===== config.mk =====
export PLATFORM = sky130hd
export DESIGN_NAME = rc4_keystream_cipher_unit
export DESIGN_NICKNAME = d
export VERILOG_FILES = /design/src/sv/rc4_pkg.sv /design/src/sv/rc4_ram.sv /design/src/sv/rc4_keystream_cipher_unit.sv
export VERILOG_INCLUDE_DIRS = /design/src /design/src/sv
export SDC_FILE = /design/constraint.sdc
export NUM_CORES = 2
export LEC_CHECK = 0
export BUFFER_PORTS_ARGS = -buffer_cell sky130_fd_sc_hd__buf_2
export CAP_MARGIN = 0
export CORE_AREA = 5 5 479 481
export DETAILED_ROUTE_END_ITERATION = 10
export DIE_AREA = 0 0 484 486
export PLACE_DENSITY_LB_ADDON = 0.12
export SLEW_MARGIN = 20
export SYNTH_ARGS = -nofsm -noshare
export SYNTH_HDL_FRONTEND = slang
export SYNTH_SLANG_ARGS = --single-unit
export TNS_END_PERCENT = 50

===== constraint.sdc =====
create_clock -name clk -period 29.1 [get_ports clk]
set_input_delay 5.82 -clock clk [delete_from_list [all_inputs] [get_ports clk]]
set_output_delay 5.82 -clock clk [all_outputs]
set_load 0.01 [all_outputs]

===== src/sv/rc4_keystream_cipher_unit_defines.svh =====
// Assertion helpers shared by the RC4 unit.
// Both expect clk and rst_n in scope.
`ifndef RC4_KEYSTREAM_CIPHER_UNIT_DEFINES_SVH
`define RC4_KEYSTREAM_CIPHER_UNIT_DEFINES_SVH

// Same-cycle implication.
`define RC4_ASSERT_IMP(lbl, ante, cons, msg) \
  lbl: assert property (@(posedge clk) disable iff (!rst_n) (ante) |-> (cons)) \
    else $error(msg);

// Next-cycle implication.
`define RC4_ASSERT_NXT(lbl, ante, cons, msg) \
  lbl: assert property (@(posedge clk) disable iff (!rst_n) (ante) |=> (cons)) \
    else $error(msg);

`endif


===== src/sv/rc4_pkg.sv =====
package rc4_pkg;

  localparam int BYTE_W            = 8;
  localparam int PERM_SIZE         = 256;
  localparam int CFG_W             = 64;
  localparam int CFG_IDX_W         = 2;
  localparam int KEYLEN_W          = 5;
  localparam int CNT_W             = 16;
  localparam int CMD_W             = 2;
  localparam int KEY_REG_BYTES     = 16;
  localparam int MAX_KEY_BYTES_DEF = 16;
  localparam int KEYLEN_RESET      = 16;

  // config register indexes
  localparam logic [CFG_IDX_W-1:0] CFG_KEY_LO  = 2'd0;
  localparam logic [CFG_IDX_W-1:0] CFG_KEY_HI  = 2'd1;
  localparam logic [CFG_IDX_W-1:0] CFG_KEY_LEN = 2'd2;

  // commands
  localparam logic [CMD_W-1:0] CMD_KSCHED = 2'd0;
  localparam logic [CMD_W-1:0] CMD_SKIP   = 2'd1;
  localparam logic [CMD_W-1:0] CMD_CRYPT  = 2'd2;

  // microprogram addresses
  typedef enum logic [3:0] {
    PC_IDLE, PC_CR_RD, PC_CR_A, PC_CR_B, PC_CR_C,
    PC_SK_CHK, PC_SK_RD, PC_SK_A, PC_SK_B, PC_SK_C,
    PC_KS_CLR, PC_KS_RD, PC_KS_A, PC_KS_B, PC_KS_C, PC_KS_END
  } pc_t;

  typedef enum logic [2:0] {A_NONE, A_I, A_I1, A_JSUM, A_JKEY, A_T} addr_sel_t;
  typedef enum logic [1:0] {W_NONE, W_I, W_J} wr_sel_t;
  typedef enum logic [1:0] {I_HOLD, I_INC, I_INC_TAKEN, I_CLR} i_op_t;
  typedef enum logic [1:0] {J_HOLD, J_LOAD, J_CLR} j_op_t;
  typedef enum logic [1:0] {K_HOLD, K_CLR, K_ADV} k_op_t;
  typedef enum logic [2:0] {C_NEVER, C_ALWAYS, C_CNT_ZERO, C_CNT_MORE, C_I_NOT_LAST} cond_t;

  typedef struct packed {
    addr_sel_t addr;
    wr_sel_t   wr;
    i_op_t     iop;
    j_op_t     jop;
    k_op_t     kop;
    logic      ld_si;
    logic      ld_tj;
    logic      clr_vld;
    logic      cnt_dec;
    logic      emit;
    logic      fin;
    cond_t     cond;
    pc_t       target;
  } ucw_t;

  localparam ucw_t UCW_NOP = '{
    addr: A_NONE, wr: W_NONE, iop: I_HOLD, jop: J_HOLD, kop: K_HOLD,
    ld_si: 1'b0, ld_tj: 1'b0, clr_vld: 1'b0, cnt_dec: 1'b0, emit: 1'b0,
    fin: 1'b0, cond: C_NEVER, target: PC_IDLE
  };

  // Control store. Generator step: read S[i+1], read S[j], swap + read S[t].
  function automatic ucw_t ucode_rom(pc_t pc);
    ucw_t w;
    w = UCW_NOP;
    unique case (pc)
      PC_IDLE: ;
      PC_CR_RD, PC_SK_RD: begin
        w.addr = A_I1;
        w.iop  = I_INC;
      end
      PC_CR_A, PC_SK_A: begin
        w.addr  = A_JSUM;
        w.jop   = J_LOAD;
        w.ld_si = 1'b1;
      end
      PC_CR_B, PC_SK_B: begin
        w.addr  = A_T;
        w.wr    = W_I;
        w.ld_tj = 1'b1;
      end
      PC_CR_C: begin
        w.wr     = W_J;
        w.emit   = 1'b1;
        w.cond   = C_ALWAYS;
        w.target = PC_IDLE;
      end
      PC_SK_CHK: begin
        w.cond   = C_CNT_ZERO;
        w.target = PC_IDLE;
      end
      PC_SK_C: begin
        w.addr    = A_I1;
        w.wr      = W_J;
        w.iop     = I_INC_TAKEN;
        w.cnt_dec = 1'b1;
        w.cond    = C_CNT_MORE;
        w.target  = PC_SK_A;
        w.fin     = 1'b1;
      end
      PC_KS_CLR: begin
        w.iop     = I_CLR;
        w.jop     = J_CLR;
        w.kop     = K_CLR;
        w.clr_vld = 1'b1;
      end
      PC_KS_RD: begin
        w.addr = A_I;
      end
      PC_KS_A: begin
        w.addr  = A_JKEY;
        w.jop   = J_LOAD;
        w.ld_si = 1'b1;
      end
      PC_KS_B: begin
        w.wr = W_I;
      end
      PC_KS_C: begin
        w.addr   = A_I1;
        w.wr     = W_J;
        w.iop    = I_INC_TAKEN;
        w.kop    = K_ADV;
        w.cond   = C_I_NOT_LAST;
        w.target = PC_KS_A;
      end
      PC_KS_END: begin
        w.iop    = I_CLR;
        w.jop    = J_CLR;
        w.cond   = C_ALWAYS;
        w.target = PC_IDLE;
      end
      default: w = UCW_NOP;
    endcase
    return w;
  endfunction

endpackage


===== src/sv/rc4_ram.sv =====
module rc4_ram #(
  parameter int WIDTH = 8,
  parameter int DEPTH = 256
) (
  input  logic                     clk,
  input  logic                     we,
  input  logic [$clog2(DEPTH)-1:0] waddr,
  input  logic [WIDTH-1:0]         wdata,
  input  logic                     re,
  input  logic [$clog2(DEPTH)-1:0] raddr,
  output logic [WIDTH-1:0]         rdata
);

  logic [WIDTH-1:0] mem [DEPTH];

  // read returns the old word on a same-address write
  always_ff @(posedge clk) begin
    if (we) begin
      mem[waddr] <= wdata;
    end
    if (re) begin
      rdata <= mem[raddr];
    end
  end

endmodule


===== src/sv/rc4_keystream_cipher_unit.sv =====
// RC4 keystream unit. cmd 0 runs the key schedule over key_length bytes of the two
// key registers (zero length acts as 1, lengths above MAX_KEY_BYTES saturate),
// cmd 1 discards skip_count keystream bytes, cmd 2 XORs data_in with the next
// keystream byte and returns one transfer on the out channel with last_in echoed;
// cmd 3 is dropped. Items are handled one at a time. Each keystream byte needs
// three reads and two writes of the 256-byte permutation, which lives in one
// RAM with one read and one write port. Reset needs no sweep: a per-entry
// valid bit makes unwritten entries read as the identity, and the key schedule
// starts by dropping all valid bits. A pending result sits in an output
// register, so the next item is taken while it waits; a crypt stalls in its
// last step only if the previous result has not been taken yet.
// Configuration writes (key registers, key_length) land at once and belong
// only in idle periods.
`include "rc4_keystream_cipher_unit_defines.svh"

module rc4_keystream_cipher_unit #(
  parameter int MAX_KEY_BYTES = rc4_pkg::MAX_KEY_BYTES_DEF
) (
  input  logic                            clk,
  input  logic                            rst_n,
  // configuration
  input  logic                            cfg_we,
  input  logic [rc4_pkg::CFG_IDX_W-1:0]   cfg_index,
  input  logic [rc4_pkg::CFG_W-1:0]       cfg_data,
  // input channel
  input  logic                            in_valid,
  output logic                            in_ready,
  input  logic [rc4_pkg::CMD_W-1:0]       in_cmd,
  input  logic [rc4_pkg::BYTE_W-1:0]      in_data_in,
  input  logic [rc4_pkg::CNT_W-1:0]       in_skip_count,
  input  logic                            in_last_in,
  // result channel
  output logic                            out_valid,
  input  logic                            out_ready,
  output logic [rc4_pkg::BYTE_W-1:0]      out_data_out,
  output logic                            out_last_out
);

  import rc4_pkg::*;

  // key index counter only needs to reach MAX_KEY_BYTES-1
  localparam int KW = (MAX_KEY_BYTES > 1) ? $clog2(MAX_KEY_BYTES) : 1;
  localparam int LW = 6;  // holds lengths up to 32

  // ---------------------------------------------------------------------------
  // Registers
  // ---------------------------------------------------------------------------
  pc_t                 pc_r, pc_nxt;
  logic [CFG_W-1:0]    key_lo_r, key_hi_r;
  logic [KEYLEN_W-1:0] key_len_r;
  logic [BYTE_W-1:0]   i_r, i_nxt;
  logic [BYTE_W-1:0]   j_r, j_nxt;
  logic [KW-1:0]       kidx_r, kidx_nxt;
  logic [CNT_W-1:0]    cnt_r;
  logic [BYTE_W-1:0]   data_r;
  logic                last_r;
  logic [BYTE_W-1:0]   si_r;          // S[i] captured before the swap
  logic                tj_r;          // keystream index hits j
  logic [PERM_SIZE-1:0] valid_r;      // entry written since last identity load
  // read-side tracking for the RAM's registered output
  logic                vld_r;
  logic                hit_r;
  logic [BYTE_W-1:0]   fwd_r;
  logic [BYTE_W-1:0]   raddr_r;
  logic                out_valid_r;
  logic [BYTE_W-1:0]   out_data_r;
  logic                out_last_r;

  // ---------------------------------------------------------------------------
  // Datapath signals
  // ---------------------------------------------------------------------------
  ucw_t                uw;
  logic                en;
  logic                taken;
  logic [BYTE_W-1:0]   ram_q;
  logic [BYTE_W-1:0]   rd_eff;
  logic [BYTE_W-1:0]   ks_byte;
  logic [BYTE_W-1:0]   i_inc;
  logic [BYTE_W-1:0]   rd_addr;
  logic                rd_en;
  logic [BYTE_W-1:0]   wr_addr;
  logic [BYTE_W-1:0]   wr_data;
  logic                wr_en;
  logic [LW-1:0]       len_eff;
  logic [LW-1:0]       kidx6;
  logic [2*CFG_W-1:0]  key_all;
  logic [BYTE_W-1:0]   key_byte;
  logic                accept;

  assign uw     = ucode_rom(pc_r);
  assign accept = in_valid && in_ready;

  // Hold the whole step while a new result cannot be parked.
  assign en = !(uw.emit && out_valid_r && !out_ready);

  // Effective read: newest write wins, unwritten entries read as identity.
  assign rd_eff  = hit_r ? fwd_r : (vld_r ? ram_q : raddr_r);
  // If S[t] is the slot swapped last (j), its new value is still in si_r.
  assign ks_byte = tj_r ? si_r : rd_eff;
  assign i_inc   = i_r + 8'd1;

  // Key length clamp and key byte select.
  always_comb begin
    len_eff = LW'(key_len_r);
    if (key_len_r == '0) begin
      len_eff = LW'(1);
    end else if (LW'(key_len_r) > LW'(MAX_KEY_BYTES)) begin
      len_eff = LW'(MAX_KEY_BYTES);
    end
  end

  assign kidx6   = LW'(kidx_r);
  assign key_all = {key_hi_r, key_lo_r};

  always_comb begin
    key_byte = '0;
    if (kidx6 < LW'(KEY_REG_BYTES)) begin
      key_byte = key_all[{kidx6[3:0], 3'b000} +: BYTE_W];
    end
  end

  // Jump condition.
  always_comb begin
    unique case (uw.cond)
      C_NEVER:      taken = 1'b0;
      C_ALWAYS:     taken = 1'b1;
      C_CNT_ZERO:   taken = (cnt_r == '0);
      C_CNT_MORE:   taken = (cnt_r != CNT_W'(1));
      C_I_NOT_LAST: taken = (i_r != '1);
      default:      taken = 1'b0;
    endcase
  end

  // ---------------------------------------------------------------------------
  // Sequencer next step
  // ---------------------------------------------------------------------------
  always_comb begin
    pc_nxt = pc_r;
    if (pc_r == PC_IDLE) begin
      if (in_valid) begin
        unique case (in_cmd)
          CMD_KSCHED: pc_nxt = PC_KS_CLR;
          CMD_SKIP:   pc_nxt = PC_SK_CHK;
          CMD_CRYPT:  pc_nxt = PC_CR_RD;
          default:    pc_nxt = PC_IDLE;
        endcase
      end
    end else if (en) begin
      if (taken) begin
        pc_nxt = uw.target;
      end else if (uw.fin) begin
        pc_nxt = PC_IDLE;
      end else begin
        pc_nxt = pc_t'(pc_r + 4'd1);
      end
    end
  end

  // ---------------------------------------------------------------------------
  // Control word decode: RAM ports and index updates
  // ---------------------------------------------------------------------------
  always_comb begin
    in_ready = (pc_r == PC_IDLE);

    rd_addr = i_r;
    unique case (uw.addr)
      A_NONE:  rd_addr = i_r;
      A_I:     rd_addr = i_r;
      A_I1:    rd_addr = i_inc;
      A_JSUM:  rd_addr = j_r + rd_eff;
      A_JKEY:  rd_addr = j_r + rd_eff + key_byte;
      A_T:     rd_addr = si_r + rd_eff;
      default: rd_addr = i_r;
    endcase
    rd_en = (uw.addr != A_NONE) && en;

    wr_addr = i_r;
    wr_data = rd_eff;
    unique case (uw.wr)
      W_NONE: begin
        wr_addr = i_r;
        wr_data = rd_eff;
      end
      W_I: begin
        wr_addr = i_r;
        wr_data = rd_eff;
      end
      W_J: begin
        wr_addr = j_r;
        wr_data = si_r;
      end
      default: begin
        wr_addr = i_r;
        wr_data = rd_eff;
      end
    endcase
    wr_en = (uw.wr != W_NONE) && en;

    i_nxt = i_r;
    unique case (uw.iop)
      I_HOLD:      i_nxt = i_r;
      I_INC:       i_nxt = i_inc;
      I_INC_TAKEN: i_nxt = taken ? i_inc : i_r;
      I_CLR:       i_nxt = '0;
      default:     i_nxt = i_r;
    endcase

    j_nxt = j_r;
    unique case (uw.jop)
      J_HOLD:  j_nxt = j_r;
      J_LOAD:  j_nxt = rd_addr;
      J_CLR:   j_nxt = '0;
      default: j_nxt = j_r;
    endcase

    kidx_nxt = kidx_r;
    unique case (uw.kop)
      K_HOLD:  kidx_nxt = kidx_r;
      K_CLR:   kidx_nxt = '0;
      K_ADV:   kidx_nxt = ((kidx6 + LW'(1)) == len_eff) ? '0 : KW'(kidx_r + 1'b1);
      default: kidx_nxt = kidx_r;
    endcase
  end

  // ---------------------------------------------------------------------------
  // Permutation store
  // ---------------------------------------------------------------------------
  rc4_ram #(
    .WIDTH (BYTE_W),
    .DEPTH (PERM_SIZE)
  ) u_perm (
    .clk   (clk),
    .we    (wr_en),
    .waddr (wr_addr),
    .wdata (wr_data),
    .re    (rd_en),
    .raddr (rd_addr),
    .rdata (ram_q)
  );

  // ---------------------------------------------------------------------------
  // Control registers
  // ---------------------------------------------------------------------------
  always_ff @(posedge clk) begin
    if (!rst_n) begin
      pc_r        <= PC_IDLE;
      key_lo_r    <= '0;
      key_hi_r    <= '0;
      key_len_r   <= KEYLEN_W'(KEYLEN_RESET);
      i_r         <= '0;
      j_r         <= '0;
      kidx_r      <= '0;
      valid_r     <= '0;
      out_valid_r <= 1'b0;
    end else begin
      pc_r <= pc_nxt;
      if (cfg_we) begin
        unique case (cfg_index)
          CFG_KEY_LO:  key_lo_r  <= cfg_data;
          CFG_KEY_HI:  key_hi_r  <= cfg_data;
          CFG_KEY_LEN: key_len_r <= cfg_data[KEYLEN_W-1:0];
          default: ;
        endcase
      end
      if (en) begin
        i_r    <= i_nxt;
        j_r    <= j_nxt;
        kidx_r <= kidx_nxt;
      end
      if (uw.clr_vld && en) begin
        valid_r <= '0;
      end else if (wr_en) begin
        valid_r[wr_addr] <= 1'b1;
      end
      // result register: a new result may replace one taken this cycle
      if (uw.emit && en) begin
        out_valid_r <= 1'b1;
      end else if (out_ready) begin
        out_valid_r <= 1'b0;
      end
    end
  end

  // ---------------------------------------------------------------------------
  // Payload registers
  // ---------------------------------------------------------------------------
  always_ff @(posedge clk) begin
    if (accept) begin
      cnt_r  <= in_skip_count;
      data_r <= in_data_in;
      last_r <= in_last_in;
    end else if (uw.cnt_dec && en) begin
      cnt_r <= cnt_r - CNT_W'(1);
    end
    if (uw.ld_si && en) begin
      si_r <= rd_eff;
    end
    if (uw.ld_tj && en) begin
      tj_r <= (rd_addr == j_r);
    end
    if (rd_en) begin
      vld_r   <= valid_r[rd_addr];
      hit_r   <= wr_en && (wr_addr == rd_addr);
      fwd_r   <= wr_data;
      raddr_r <= rd_addr;
    end
    if (uw.emit && en) begin
      out_data_r <= data_r ^ ks_byte;
      out_last_r <= last_r;
    end
  end

  assign out_valid    = out_valid_r;
  assign out_data_out = out_data_r;
  assign out_last_out = out_last_r;

  // ---------------------------------------------------------------------------
  // Checks
  // ---------------------------------------------------------------------------
  `RC4_ASSERT_NXT(a_crypt_dispatch, accept && in_cmd == CMD_CRYPT, pc_r == PC_CR_RD,
                  "crypt command did not enter its microprogram")
  `RC4_ASSERT_NXT(a_emit_stall, pc_r == PC_CR_C && out_valid_r && !out_ready,
                  pc_r == PC_CR_C && out_valid_r, "crypt step left while result blocked")
  `RC4_ASSERT_IMP(a_result_src, $rose(out_valid_r), $past(pc_r) == PC_CR_C,
                  "result raised outside the crypt step")
  `RC4_ASSERT_NXT(a_ks_indices, pc_r == PC_KS_END, i_r == '0 && j_r == '0,
                  "key schedule left nonzero indices")
  `RC4_ASSERT_NXT(a_result_drain, out_valid_r && out_ready && pc_r != PC_CR_C, !out_valid_r,
                  "taken result not retired")

endmodule

==> impl_metrics.ini <==
[run_status]
outcome = completed

[clocking]
htree_levels = 5
clk_pin_slew_ns = 0.06
cts_num_sinks = 2531
cts-resized-gates = 0
clk_path_buf_depth = 4
post_cts_buffers = 0
root_buffer = clkbuf_16
tritoncts = built
insertion_delay_ns = 0.93
cts_buffers = 285
ctsHoldBuffers = 0

[pwr]
powerDensity_nw_per_um2 = 130
p_leak_uw = 0.0380
peakVddDrop_uv = 127

[synth]
avgSynthCellArea_sq_um = 12.8
synthMuxAreaShare = 0.0393
syn_nets = 8166
yosysSeqAreaShare = 0.701
syn_area_sq_um = 102000
synth-adder-area-share = 0.00413
synth_compound_area_frac = 0.0821
synthArstFlopShare = 0
yosys.area_share.simple = 0.141
ys.warnings.count = 0
synthFlopType = edfxtp_1
synth_seq_cells = 2531
syn_inst = 8036
synthDistinctLibCells = 95
synth-xor-area-share = 0.00479
synth_top_family_by_area = simple AND/OR/NAND/NOR gates
synth_edf_count = 2117

[timing]
hold_violations = 0
post-route-period-util = 0.305
rsz0062_at_grt = no
finalSetupTns_ns = 0
finClkSkew_ns = 0.0520
worstMarginPinSlew_ns = 1.28
post-route-worst-setup-slack_ns = 20.24
slew_headroom = 0.140
slew_viol_final = 0
setup_violations = 0
min_period_ns = 8.86
max_freq_mhz = 113

[grt]
track_usage = 0.266
overflow = 0
first_global_vias = 65316
grt_max_degree = 154
antenna_found_initial = 18
grt_pass1_wl_microns = 461000

[routing]
drtIter0Drc = 7867
dr.pass1.iters = 6
viasPerCell = 5.97
drt_wl_total_microns = 321000
wl_per_cell_microns = 28.5
route.detailed.drc = 0
vias = 67250
ant_nets = 0

[cells_and_area]
drive_gt1_frac = 0.104
fillCellCount = 19126
area_growth_pct = 12.1
layout.nets = 8177

[die]
rows = 174
die_h_microns = 486
pin_count = 109
dieArea_sq_um = 235000
core_sq_um = 224000
start_util = 0.457
die_x_microns = 484

[placed_design]
hpwl_microns = 192000
dp_slack_ns = 19.84
place_congestion = 0.880
io_buffer_count = 108

[job]
cap_violations = 0

[setup_path]
critPathCaptureType = flop
setup.worst_path.class = reg2reg
start_kind = flop
worst-path-max-fanout = 68
required_ns = 29.71
cp_data_arrival_time_ns = 9.47

[worst_hold_path]
hp-class = reg2reg
area by class of cell:
type / instances / area [sq um] / area share
diodes: 10 / 25.0 / 0.000218
clock buffers: 388 / 7930 / 0.0690
clock inverters: 112 / 1150 / 0.00999
inverters: 34 / 180 / 0.00157
multi-input cells: 4924 / 28200 / 0.245
flip-flops and latches: 2531 / 71900 / 0.625
well taps: 2992 / 3740 / 0.0326
repair buffers: 271 / 1880 / 0.0163
cells in the final DEF, fill, tap and decap left out, types with 43 or more instances in the layout:
| master | netlist | final |
|---|---|---|
| buf_2 | 208 | 107 |
| a31oi_1 | 52 | 52 |
| o21ai_0 | 83 | 82 |
| clkbuf_16 | 0 | 292 |
| a21oi_1 | 81 | 80 |
| o22ai_1 | 87 | 87 |
| edfxtp_1 | 2117 | 2117 |
| o21a_1 | 264 | 264 |
| nand3_1 | 579 | 578 |
| mux2i_1 | 230 | 230 |
| nor2_1 | 336 | 326 |
| a21boi_0 | 136 | 135 |
| a311oi_1 | 85 | 85 |
| clkinv_2 | 0 | 43 |
| xnor2_1 | 44 | 44 |
| buf_4 | 58 | 155 |
| nand4_1 | 141 | 141 |
| and3_1 | 110 | 110 |
| clkbuf_1 | 236 | 70 |
| nand2_1 | 1983 | 1970 |
| o21ai_1 | 45 | 45 |
| a32oi_1 | 151 | 151 |
| mux2_2 | 61 | 61 |
| dfxtp_1 | 414 | 413 |
per-stage QoR:
step / utilization / cells / hold WS (ns) / total power [uW] / instance area, sq um
6_report: 0.513 / 11262 / 0.424 / 14900 / 115000
5_1_grt: 0.512 / 11259 / 0.438 / 15500 / 115000
4_1_cts: 0.512 / 11252 / 0.427 / 14900 / 115000
3_5_place_dp: 0.472 / 10752 / 0.413 / 11400 / 106000
3_3_place_gp: 0.471 / 10743 / 0.405 / 11300 / 106000
2_1_floorplan: - / 8036 / 0.400 / 8930 / 102000
layer usage:
metal,up-vias,wire (microns),track usage
met5,-,60,0
met3,618,24200,0.0408
met1,33995,134000,0.369
met2,2880,149000,0.422
met4,8,14100,0.106
li1,29749,-,-
worst max-delay path: stages (launching register included):
cell and delay, ns:
edfxtp_1 0.61, mux2i_1 0.19, o21ai_0 0.74, inv_1 0.24, fa_1 0.60, fa_1 0.53
inv_1 0.04, a32o_1 0.26, a211oi_4 0.70, and2_4 0.62, buf_4 0.74, buf_4 0.74
buf_4 0.67, a221oi_1 0.19, o31a_1 0.35, a2111oi_0 1.01, a211oi_1 0.19
state kept, by name, summed over array words and instances (netlist names), 4 cells and up:
register / flops
u_perm.rdata: 8
pc_r: 4
u_perm.mem: 2048
kidx_r: 4
fwd_r: 8
out_data_out: 8
i_r: 8
si_r: 8
raddr_r: 8
j_r: 8
key_len_r: 5
key_hi_r: 64
cnt_r: 16
data_r: 8
key_lo_r: 64
valid_r: 256
synth_stat cells (26+ instances only):
library cell | instances | area (sq um)
clkbuf_1 | 236 | 886
a311oi_1 | 85 | 744
buf_2 | 208 | 1040
nand4_1 | 141 | 882
a21oi_1 | 81 | 405
nand3_1 | 579 | 2900
and3_1 | 110 | 688
nor4_1 | 28 | 175
edfxtp_1 | 2117 | 63600
ha_1 | 29 | 363
nor3_1 | 37 | 185
o21ai_1 | 45 | 225
xnor2_1 | 44 | 385
nand2_1 | 1983 | 7440
o22ai_1 | 87 | 544
o21a_1 | 264 | 1980
mux2_2 | 61 | 687
dfxtp_1 | 414 | 8290
a21boi_0 | 136 | 1020
buf_4 | 58 | 435
buf_1 | 29 | 109
a32oi_1 | 151 | 1320
mux2i_1 | 230 | 2300
mux4_2 | 39 | 878
o21ai_0 | 83 | 415
a31oi_1 | 52 | 325
inv_1 | 26 | 97.6
o221ai_1 | 26 | 228
nor2_1 | 336 | 1260
cell families (layout without fill, tap and decap cells):
kind of cell | after synthesis | count (layout)
xor gates and xnor gates | 56 | 56
adders and majority gates | 32 | 32
buffers and inverters | 581 | 805
muxes | 344 | 344
and+or+nand+nor | 3340 | 3340
DFF | 2531 | 2531
other | 0 | 10
AOI/OAI and AO/OA | 1152 | 1152
worst paths after layout:
check,cells past startpoint,startpoint,to,slack [ns]
hold reg to reg,0,last_r,out_last_out,0.42
setup / recovery,16,vld_r,u_perm.rdata[6],20.24
hold / removal,0,last_r,out_last_out,0.42
setup reg to reg,16,vld_r,u_perm.rdata[6],20.24
where the power goes:
| part | switching (uW) | internal [uW] | total (uW) |
|---|---|---|---|
| clock | 1420 | 2110 | 3520 |
| sequential | 52.2 | 4950 | 5010 |
| combinational | 4990 | 1430 | 6410 |
(Power assumes the default switching activity.)
